`src/hw/rtl/oae_pkg.sv`:
```
// Shared types, operation and status codes for the ordered array engine.
package oae_pkg;

    localparam int CAPACITY_DEF = 128;

    localparam logic [2:0] OP_CLEAR  = 3'd0;
    localparam logic [2:0] OP_INSERT = 3'd1;
    localparam logic [2:0] OP_DELETE = 3'd2;
    localparam logic [2:0] OP_SEARCH = 3'd3;
    localparam logic [2:0] OP_READ   = 3'd4;

    typedef enum logic [2:0] {
        ST_OK       = 3'd0,
        ST_EMPTY    = 3'd1,
        ST_FULL     = 3'd2,
        ST_BADPOS   = 3'd3,
        ST_NOTFOUND = 3'd4
    } status_t;

    typedef struct packed {
        logic [2:0]         operation;
        logic [7:0]         position;
        logic signed [31:0] data_value;
        logic signed [31:0] search_key;
    } in_beat_t;

    typedef struct packed {
        status_t            status;
        logic [7:0]         found_position;
        logic signed [31:0] read_value;
        logic [7:0]         element_count;
    } out_beat_t;

    typedef enum logic [1:0] {
        SH_NONE,
        SH_UP,
        SH_DOWN
    } shift_t;

    typedef enum logic [2:0] {
        IDX_HOLD,
        IDX_ZERO,
        IDX_CNT_M1,
        IDX_POS,
        IDX_POS_M1,
        IDX_INC,
        IDX_DEC
    } idx_op_t;

    typedef enum logic [1:0] {
        CNT_HOLD,
        CNT_CLEAR,
        CNT_INC,
        CNT_DEC
    } cnt_op_t;

    typedef struct packed {
        logic    load;
        logic    rd;
        shift_t  shift;
        logic    wr_val;
        idx_op_t idx_op;
        cnt_op_t cnt_op;
        logic    finish;
        status_t status;
        logic    found_en;
        logic    read_en;
    } dp_cmd_t;

    typedef struct packed {
        logic [2:0] op;
        logic       cnt_zero;
        logic       cnt_full;
        logic       pos_ok;
        logic       pos_ins_ok;
        logic       pos_eq_cnt;
        logic       idx_eq_posm1;
        logic       idx_eq_cntm1;
        logic       idx_lt_cnt;
        logic       hit;
        logic       rd_valid;
        logic       out_busy;
    } dp_stat_t;

endpackage

```
`src/hw/rtl/oae_datapath.sv`:
```
// Datapath of the ordered array engine: entry memory, count, index and result register.
module oae_datapath
    import oae_pkg::*;
#(
    parameter int CAPACITY = CAPACITY_DEF
) (
    input  logic      aclk,
    input  logic      aresetn,
    input  in_beat_t  s_data,
    input  dp_cmd_t   cmd,
    output dp_stat_t  stat,
    output logic      m_valid,
    input  logic      m_ready,
    output out_beat_t m_data
);

    localparam int CW = $clog2(CAPACITY + 1);
    localparam int AW = $clog2(CAPACITY);
    localparam int EW = ((CW > 8) ? CW : 8) + 1;

    logic [31:0]        mem [CAPACITY];

    logic [2:0]         op_reg;
    logic [7:0]         pos_reg;
    logic signed [31:0] val_reg;
    logic signed [31:0] key_reg;
    logic [CW-1:0]      count_reg;
    logic [CW-1:0]      count_next;
    logic [CW-1:0]      idx_reg;
    logic [CW-1:0]      idx_next;
    logic [31:0]        rdata_reg;
    logic [AW-1:0]      rd_addr_reg;
    logic               rd_valid_reg;
    logic               pend_reg;
    logic [AW-1:0]      wr_addr_reg;
    logic               m_valid_reg;
    out_beat_t          m_data_reg;

    logic [EW-1:0]      pos_ext;
    logic [EW-1:0]      cnt_ext;
    logic [EW-1:0]      idx_ext;
    logic [AW-1:0]      rd_addr;

    assign pos_ext = EW'(pos_reg);
    assign cnt_ext = EW'(count_reg);
    assign idx_ext = EW'(idx_reg);
    assign rd_addr = idx_reg[AW-1:0];

    always_comb begin
        stat.op           = op_reg;
        stat.cnt_zero     = (count_reg == '0);
        stat.cnt_full     = (count_reg == CW'(CAPACITY));
        stat.pos_ok       = (pos_reg != '0) && (pos_ext <= cnt_ext);
        stat.pos_ins_ok   = (pos_reg != '0) && (pos_ext <= cnt_ext + EW'(1));
        stat.pos_eq_cnt   = (pos_ext == cnt_ext);
        stat.idx_eq_posm1 = (idx_ext + EW'(1) == pos_ext);
        stat.idx_eq_cntm1 = (idx_ext + EW'(1) == cnt_ext);
        stat.idx_lt_cnt   = (idx_reg < count_reg);
        stat.hit          = rd_valid_reg && (rdata_reg == key_reg);
        stat.rd_valid     = rd_valid_reg;
        stat.out_busy     = m_valid_reg && !m_ready;
    end

    always_comb begin
        case (cmd.idx_op)
            IDX_HOLD:   idx_next = idx_reg;
            IDX_ZERO:   idx_next = '0;
            IDX_CNT_M1: idx_next = count_reg - CW'(1);
            IDX_POS:    idx_next = CW'(pos_reg);
            IDX_POS_M1: idx_next = CW'(pos_ext - EW'(1));
            IDX_INC:    idx_next = idx_reg + CW'(1);
            IDX_DEC:    idx_next = idx_reg - CW'(1);
            default:    idx_next = idx_reg;
        endcase
        case (cmd.cnt_op)
            CNT_HOLD:  count_next = count_reg;
            CNT_CLEAR: count_next = '0;
            CNT_INC:   count_next = count_reg + CW'(1);
            CNT_DEC:   count_next = count_reg - CW'(1);
            default:   count_next = count_reg;
        endcase
    end

    always_ff @(posedge aclk) begin
        if (pend_reg) begin
            mem[wr_addr_reg] <= rdata_reg;
        end else if (cmd.wr_val) begin
            mem[rd_addr] <= val_reg;
        end
        if (cmd.rd) begin
            rdata_reg <= mem[rd_addr];
        end
    end

    always_ff @(posedge aclk) begin
        if (cmd.load) begin
            op_reg  <= s_data.operation;
            pos_reg <= s_data.position;
            val_reg <= s_data.data_value;
            key_reg <= s_data.search_key;
        end
        idx_reg <= idx_next;
        if (cmd.rd) begin
            rd_addr_reg <= rd_addr;
            if (cmd.shift == SH_UP) begin
                wr_addr_reg <= AW'(idx_reg + CW'(1));
            end else begin
                wr_addr_reg <= AW'(idx_reg - CW'(1));
            end
        end
        if (cmd.finish) begin
            m_data_reg.status         <= cmd.status;
            m_data_reg.found_position <= cmd.found_en ?
                                         8'(EW'(rd_addr_reg) + EW'(1)) : 8'd0;
            m_data_reg.read_value     <= cmd.read_en ? rdata_reg : 32'sd0;
            m_data_reg.element_count  <= 8'(count_reg);
        end
    end

    always_ff @(posedge aclk) begin
        if (!aresetn) begin
            count_reg    <= '0;
            rd_valid_reg <= 1'b0;
            pend_reg     <= 1'b0;
            m_valid_reg  <= 1'b0;
        end else begin
            count_reg    <= count_next;
            rd_valid_reg <= cmd.rd;
            pend_reg     <= cmd.rd && (cmd.shift != SH_NONE);
            if (cmd.finish) begin
                m_valid_reg <= 1'b1;
            end else if (m_ready) begin
                m_valid_reg <= 1'b0;
            end
        end
    end

    assign m_valid = m_valid_reg;
    assign m_data  = m_data_reg;

endmodule

```
`src/hw/rtl/oae_controller.sv`:
```
// Sequencing state machine of the ordered array engine.
module oae_controller
    import oae_pkg::*;
(
    input  logic     aclk,
    input  logic     aresetn,
    input  logic     s_valid,
    output logic     s_ready,
    input  dp_stat_t stat,
    output dp_cmd_t  cmd
);

    typedef enum logic [3:0] {
        S_IDLE,
        S_DECODE,
        S_SHIFT_UP,
        S_DRAIN_UP,
        S_INS_WR,
        S_SHIFT_DN,
        S_DRAIN_DN,
        S_SEARCH,
        S_READ,
        S_RESP
    } state_t;

    state_t  state_reg;
    state_t  state_next;
    status_t res_status_reg;
    status_t res_status_next;
    logic    res_found_reg;
    logic    res_found_next;
    logic    res_read_reg;
    logic    res_read_next;

    always_comb begin
        cmd             = '0;
        cmd.shift       = SH_NONE;
        cmd.idx_op      = IDX_HOLD;
        cmd.cnt_op      = CNT_HOLD;
        cmd.status      = res_status_reg;
        cmd.found_en    = res_found_reg;
        cmd.read_en     = res_read_reg;
        state_next      = state_reg;
        res_status_next = res_status_reg;
        res_found_next  = res_found_reg;
        res_read_next   = res_read_reg;
        case (state_reg)
            S_IDLE: begin
                if (s_valid) begin
                    cmd.load   = 1'b1;
                    state_next = S_DECODE;
                end
            end
            S_DECODE: begin
                res_status_next = ST_OK;
                res_found_next  = 1'b0;
                res_read_next   = 1'b0;
                state_next      = S_RESP;
                case (stat.op)
                    OP_CLEAR: begin
                        cmd.cnt_op = CNT_CLEAR;
                    end
                    OP_INSERT: begin
                        if (stat.cnt_full) begin
                            res_status_next = ST_FULL;
                        end else if (!stat.pos_ins_ok) begin
                            res_status_next = ST_BADPOS;
                        end else if (stat.pos_ok) begin
                            cmd.idx_op = IDX_CNT_M1;
                            state_next = S_SHIFT_UP;
                        end else begin
                            cmd.idx_op = IDX_POS_M1;
                            state_next = S_INS_WR;
                        end
                    end
                    OP_DELETE: begin
                        if (stat.cnt_zero) begin
                            res_status_next = ST_EMPTY;
                        end else if (!stat.pos_ok) begin
                            res_status_next = ST_BADPOS;
                        end else if (stat.pos_eq_cnt) begin
                            cmd.cnt_op = CNT_DEC;
                        end else begin
                            cmd.idx_op = IDX_POS;
                            state_next = S_SHIFT_DN;
                        end
                    end
                    OP_SEARCH: begin
                        cmd.idx_op = IDX_ZERO;
                        state_next = S_SEARCH;
                    end
                    OP_READ: begin
                        if (stat.cnt_zero) begin
                            res_status_next = ST_EMPTY;
                        end else if (!stat.pos_ok) begin
                            res_status_next = ST_BADPOS;
                        end else begin
                            cmd.idx_op    = IDX_POS_M1;
                            res_read_next = 1'b1;
                            state_next    = S_READ;
                        end
                    end
                    default: begin
                        res_status_next = ST_BADPOS;
                    end
                endcase
            end
            S_SHIFT_UP: begin
                cmd.rd    = 1'b1;
                cmd.shift = SH_UP;
                if (stat.idx_eq_posm1) begin
                    state_next = S_DRAIN_UP;
                end else begin
                    cmd.idx_op = IDX_DEC;
                end
            end
            S_DRAIN_UP: begin
                state_next = S_INS_WR;
            end
            S_INS_WR: begin
                cmd.wr_val = 1'b1;
                cmd.cnt_op = CNT_INC;
                state_next = S_RESP;
            end
            S_SHIFT_DN: begin
                cmd.rd    = 1'b1;
                cmd.shift = SH_DOWN;
                if (stat.idx_eq_cntm1) begin
                    state_next = S_DRAIN_DN;
                end else begin
                    cmd.idx_op = IDX_INC;
                end
            end
            S_DRAIN_DN: begin
                cmd.cnt_op = CNT_DEC;
                state_next = S_RESP;
            end
            S_SEARCH: begin
                if (stat.hit) begin
                    res_status_next = ST_OK;
                    res_found_next  = 1'b1;
                    state_next      = S_RESP;
                end else if (stat.idx_lt_cnt) begin
                    cmd.rd     = 1'b1;
                    cmd.idx_op = IDX_INC;
                end else if (!stat.rd_valid) begin
                    res_status_next = ST_NOTFOUND;
                    state_next      = S_RESP;
                end
            end
            S_READ: begin
                cmd.rd     = 1'b1;
                state_next = S_RESP;
            end
            S_RESP: begin
                if (!stat.out_busy) begin
                    cmd.finish = 1'b1;
                    state_next = S_IDLE;
                end
            end
            default: begin
                state_next = S_IDLE;
            end
        endcase
    end

    always_ff @(posedge aclk) begin
        if (!aresetn) begin
            state_reg      <= S_IDLE;
            res_status_reg <= ST_OK;
            res_found_reg  <= 1'b0;
            res_read_reg   <= 1'b0;
        end else begin
            state_reg      <= state_next;
            res_status_reg <= res_status_next;
            res_found_reg  <= res_found_next;
            res_read_reg   <= res_read_next;
        end
    end

    assign s_ready = (state_reg == S_IDLE);

endmodule

```
`src/hw/rtl/ordered_array_engine.sv`:
```
// Top level of the ordered array engine.
// The block keeps a dense ordered array of signed 32-bit words and a count.
// Requests arrive as beats on the s_ channel (valid/ready); each beat holds an
// operation (clear, insert, delete, search, read), a 1-based position, a word to
// insert and a search key. Every request yields exactly one result beat on the
// m_ channel with a status, the found position, the read word and the count.
// One request is processed at a time. Clear, rejected requests and a delete of the last
// entry finish without touching the memory, and a read or an insert at the end needs a
// single memory access. Any other insert moves the entries from the last one down to the
// position up by one, one entry at a time, before it writes the new word, and delete moves
// the entries above the position down by one. Search reads the entries in order from the
// first until a hit or the end of the array; an empty array is a miss at once.
// A finished result sits in an output register, so the next request is taken
// as soon as the sequencer is free; if the receiver stalls with a result still
// pending, the next request runs and waits in its final state.
// Synchronous reset empties the array and drops any pending result; memory
// contents are not cleared and are never read before being written.
module ordered_array_engine
    import oae_pkg::*;
#(
    parameter int CAPACITY = CAPACITY_DEF
) (
    input  logic      aclk,
    input  logic      aresetn,
    input  logic      s_valid,
    output logic      s_ready,
    input  in_beat_t  s_data,
    output logic      m_valid,
    input  logic      m_ready,
    output out_beat_t m_data
);

    dp_cmd_t  cmd;
    dp_stat_t stat;

    oae_controller u_ctrl (
        .aclk    (aclk),
        .aresetn (aresetn),
        .s_valid (s_valid),
        .s_ready (s_ready),
        .stat    (stat),
        .cmd     (cmd)
    );

    oae_datapath #(
        .CAPACITY (CAPACITY)
    ) u_dp (
        .aclk    (aclk),
        .aresetn (aresetn),
        .s_data  (s_data),
        .cmd     (cmd),
        .stat    (stat),
        .m_valid (m_valid),
        .m_ready (m_ready),
        .m_data  (m_data)
    );

endmodule

```
`config.mk`:
```
export PLATFORM = sky130hd
export DESIGN_NAME = ordered_array_engine
export DESIGN_NICKNAME = d
export VERILOG_FILES = /design/src/hw/rtl/oae_pkg.sv /design/src/hw/rtl/oae_datapath.sv /design/src/hw/rtl/oae_controller.sv /design/src/hw/rtl/ordered_array_engine.sv
export SDC_FILE = /design/constraint.sdc
export NUM_CORES = 2
export LEC_CHECK = 0
export BUFFER_PORTS_ARGS = -buffer_cell sky130_fd_sc_hd__buf_2
export CAP_MARGIN = 20
export CORE_UTILIZATION = 30
export CTS_CLUSTER_DIAMETER = 40
export DETAILED_ROUTE_END_ITERATION = 6
export HOLD_SLACK_MARGIN = 0.02
export MAX_ROUTING_LAYER = met4
export PLACE_DENSITY = 0.46
export SETUP_SLACK_MARGIN = 0.02
export SLEW_MARGIN = 20
export SYNTH_ARGS = -nofsm -noshare
export SYNTH_HDL_FRONTEND = slang
export SYNTH_SLANG_ARGS = --single-unit
```
`constraint.sdc`:
```
create_clock -name aclk -period 8.6 [get_ports aclk]
set_input_delay 0.86 -clock aclk [delete_from_list [all_inputs] [get_ports aclk]]
set_output_delay 0.86 -clock aclk [all_outputs]
set_load 0.02 [all_outputs]
```
==> results.md <==
Status:
- The run finished, with violations left.
- The checks that failed: design-rule violations.

Clock network:
- The number of clock buffers added by TritonCTS is a little under 600.
- At the later pin of the worst-skew pair, clock insertion delay measures approximately 1.1 ns.
- Counting every sink on the clock net gives approximately 4300.
- No sink is reached through more buffers than the 4 on the longest clock path.
- The number of setup buffers added after CTS is 0.
- Clock-pin slew was measured on the worst setup and hold paths at 0.05 ns.
- The number of gates resized after CTS was 0.
- CTS built an H-tree with a depth of 6.
- The TritonCTS clock tree is done.
- In this run the clock root is driven by a clkbuf_16.

Critical path:
- The register-to-register path setup slack is between 3 and 4 ns.
- Tracing the worst setup path back leads to its startpoint at u_dp.idx_reg[0].
- The startpoint identified for the worst register-to-register timing path is u_dp.idx_reg[0].
- The critical path ends at u_dp.rdata_reg[17].
- The number of cells on the worst reg-to-reg path is 9.
- The worst-path cell with the longest stage delay is buf_4.
- The biggest cell delay along the critical path is between 0.7 and 0.8 ns.
- The maximum fanout along the worst path is 84.
- STA puts the critical path data arrival time at between 6 and 7 ns.
- The reg-to-reg endpoint is u_dp.rdata_reg[17].
- The endpoint required time on the critical path is around 9.4 ns.
- The critical path in this run is classified as reg -> reg.
- The worst setup path is captured at a flip-flop.
- Traced cell by cell, the critical path runs through buf_12 -> buf_12 -> buf_4 -> mux4_2 -> mux4_2 -> nand2_1 -> o311ai_0 -> o311ai_1 -> o21ai_0.
- STA classifies the critical path startpoint as a flip-flop.

Cells and area:
- In the final layout, the share of cells above drive strength 1 is 25.7%.
- Measured on the finished design, the core utilization comes to about 36%.
- The post-synthesis to final-layout area growth is 19.5%.
- The register with the most flip-flops in the layout has 4096 of them.
- With fillers left out, the area of the finished cells amounts to around 200000 um2.
- The count of nets after finishing is roughly 9000.

Logic synthesis:
- edfxtp_1 takes more of the synthesized area than any other cell.
- The proportion of synthesized chip area in sequential cells is between 70% and 80%.
- Summing the areas of all compound-gate instances in the mapped netlist gives under 10% of the synthesized area.
- The number of different library cells in the post-synthesis netlist is 80.
- In this run the mean area of a mapped cell was 20.4 um2.
- The number of nets produced by synthesis is about 8300.
- Among all flip-flop cells after synthesis, the most frequent one is edfxtp_1.
- The top-area cell type share of the netlist area is about 77%.
- The dominant combinational cell family by area after synthesis is multiplexers.
- The post-synthesis async set-or-reset flop share is 0%.
- During synthesis, Yosys emitted a total of 0 warnings.
- The post-synthesis register bit count is roughly 4300.
- The synthesized netlist devotes about 2% of its cell area to simple gates.
- The synthesized netlist cell count is 8224.
- The proportion of synthesized area in mux cells is between 10% and 20%.
- Yosys instantiated no cell more often than edfxtp_1.
- Sorting the synthesized cells by how often they occur yields edfxtp_1 (4276), mux4_2 (766), mux2i_1 (649).
- Counting flops with a built-in enable in the synthesized netlist gives approximately 4300.
- Summing the areas of all xor and xnor instances in the mapped netlist gives less than 1% of the synthesized area.
- In the post-synthesis netlist, the biggest area contributors are edfxtp_1 (77%), mux4_2 (10%), mux2i_1 (3.9%).
- The synthesized-area fraction occupied by adder cells is less than 1%.
- The total standard cell area after synthesis is 167000 um2.

Drt:
- The number of violations reported at the end of detailed-routing iteration 0 is between 10000 and 15000.
- The remaining design rule violation count is 198.
- The aggregate routed wire length is approximately 570000 um.
- In this run the remaining antenna-violating nets after routing total 0.
- The via count is ~90000.
- In the final routed layout, each cell accounts on average for between 30 and 40 um.
- The via density per instance is approximately 5.3.
- The first TritonRoute pass finished after 7 iterations.

Job:
- The max capacitance violation total is 0.

Floorplan:
- The number of top-level pins is ~130.
- The site row count is between 200 and 300.
- The die extent in y is around 750 um.
- The core region is 556000 um2.
- The horizontal die dimension is about 750 um.
- The initial utilization of the core area, before any placement, comes to between 30% and 40%.
- The area of the die is 561000 um2.

Timing:
- The count of endpoints failing hold in the final timing report was 0.
- Derived from the worst setup path, the maximum achievable clock frequency is 0.188 GHz.
- Summed over all failing endpoints, the final setup total negative slack is 0 ns.
- Setup repair after global routing left no endpoint under its margin.
- The worst slew margin relative to its limit is under 10%.
- Of the available clock period, the critical path in the final layout requires between 60% and 70%.
- The count of endpoints failing setup in the final report is 0.
- The routed design could run at a clock period as short as roughly 5.3 ns.
- The worst-case clock skew is roughly 0.056 ns.
- Setup slack closes at roughly 3.3 ns.
- At the pin with the least slew margin, the transition time is around 1.4 ns.
- The max-slew violation count was 0.

Placement:
- The placed cell area is around 180000 um2.
- Before CTS, the worst setup slack after placement is between 3 and 4 ns.
- The routability-driven placement congestion ratio is slightly below 0.9.
- Detailed placement ended at an HPWL of 329000 um.
- The count of input and output buffers is 131.

Global routing:
- Entering global routing, the biggest net connects 129 pins.
- The via count of the first global-routing pass is between 80000 and 90000.
- The number of antenna violations at the first check in global routing is between 50 and 60.
- The first-pass GRT wire length is slightly below 800000 um.
- Global routing used 20.3% of the available tracks across all layers.
- Global routing finished with a remaining overflow of 0.

Power and ir drop:
- IR analysis of the VDD net gives a maximum drop of approximately 0.35 mV.
- The sequential cell fraction of total power is 38.4%.
- Per report_power, the clock group accounts for 33.8% of the total.
- The switching share of power is around 35%.
- Summing internal, switching and leakage power gives 72300 uW.
- For this design the total switching power over the nets is 25000 uW.
- The combinational power share is 27.8%.
- Cell internal power was estimated by the tool at approximately 47000 uW.
- The leakage power total is about 0.063 uW.
- In this run the power density over the cells is 361 nW/um2.

Min path:
- The min-delay analysis places its worst path in the category in -> reg.
-- worst min-delay path by stage --
stage	start	endpoint	slack [ns]	depth (start not counted)
floorplan	u_dp.count_reg[3]	u_dp.m_data[3]	0.40	0
global placement	u_ctrl.res_status_reg[1]	u_dp.m_data[49]	0.42	0
detailed placement	u_ctrl.res_status_reg[0]	u_dp.m_data[48]	0.43	0
CTS	aresetn	u_ctrl.res_status_reg[2]	0.04	3
global route	aresetn	u_ctrl.state_reg[0]	0.1	2
finish	aresetn	u_ctrl.res_status_reg[2]	0.14	3
-- critical path, delay by kind of cell, from the launching register on --
| kind | cells | cell delay (ns) |
|---|---|---|
| AOI/OAI and AO/OA | 3 | 1.12 |
| DFF | 1 | 0.46 |
| buffers and inverters | 3 | 1.43 |
| and+or+nand+nor | 1 | 0.39 |
| muxes | 2 | 1.16 |
-- per-layer routing --
| metal | vias to the layer above | track usage (%) | share of wire (%) |
|---|---|---|---|
| met2 | 4048 | 31.8 | 47 |
| li1 | 35922 | - | - |
| met5 | - | - | 0 |
| met1 | 49082 | 26.8 | 42 |
| met3 | 848 | 3.65 | 7.7 |
| met4 | 0 | 6.48 | 3.7 |
-- cell families after synthesis --
logic type	count (synthesis)
buffers and inverters	519
adders and majority gates	33
xor gates and xnor gates	68
AOI/OAI and AO/OA	1128
muxes	1426
DFF	4296
and+or+nand+nor	754
-- power by group through the flow --
stage          logic, uW  registers [uW]  clock network (uW)
6_report           20100           27700               24400
5_1_grt            20800           27800               25600
4_1_cts            20200           27700               24800
3_5_place_dp       20100           28100                   0
3_3_place_gp       19800           28100                   0
2_1_floorplan      10000           28300                   0
-- layout by cell type, fill, tap and decap left out, drive strengths merged, types with 97 or more instances in the layout --
| master | synthesis | layout |
|---|---|---|
| edfxtp | 4276 | 4276 |
| o22ai | 203 | 203 |
| nor2 | 270 | 270 |
| inv | 27 | 97 |
| mux4 | 766 | 766 |
| clkinv | 3 | 199 |
| buf | 269 | 486 |
| clkbuf | 220 | 667 |
| o221ai | 261 | 261 |
| a21oi | 224 | 224 |
| o21ai | 205 | 205 |
| mux2i | 649 | 649 |
| nand2 | 256 | 256 |
-- area by class of cell --
cell class	instances	area [um2]
clock inverter	386	4750
inverter	30	131
tap	7452	9320
clock buffer	667	15000
fill	51089	356000
sequential	4296	129000
multi-input combinational	3409	37400
timing repair buffer	561	4670
antenna	36	90.1
-- metrics by stage --
step / cells / hold slack [ns]
after CTS: 16798 / 0.0370
after detailed placement: 15670 / 0.428
after floorplan: 8224 / 0.403
after global routing: 16815 / 0.0982
after global placement: 15650 / 0.416
final: 16837 / 0.141
-- what timing repair did --
item	CTS	global route
hold endpoints to repair	75	0
setup endpoints to repair	0	0
hold buffers	75	0
(Power assumes the default switching activity.)
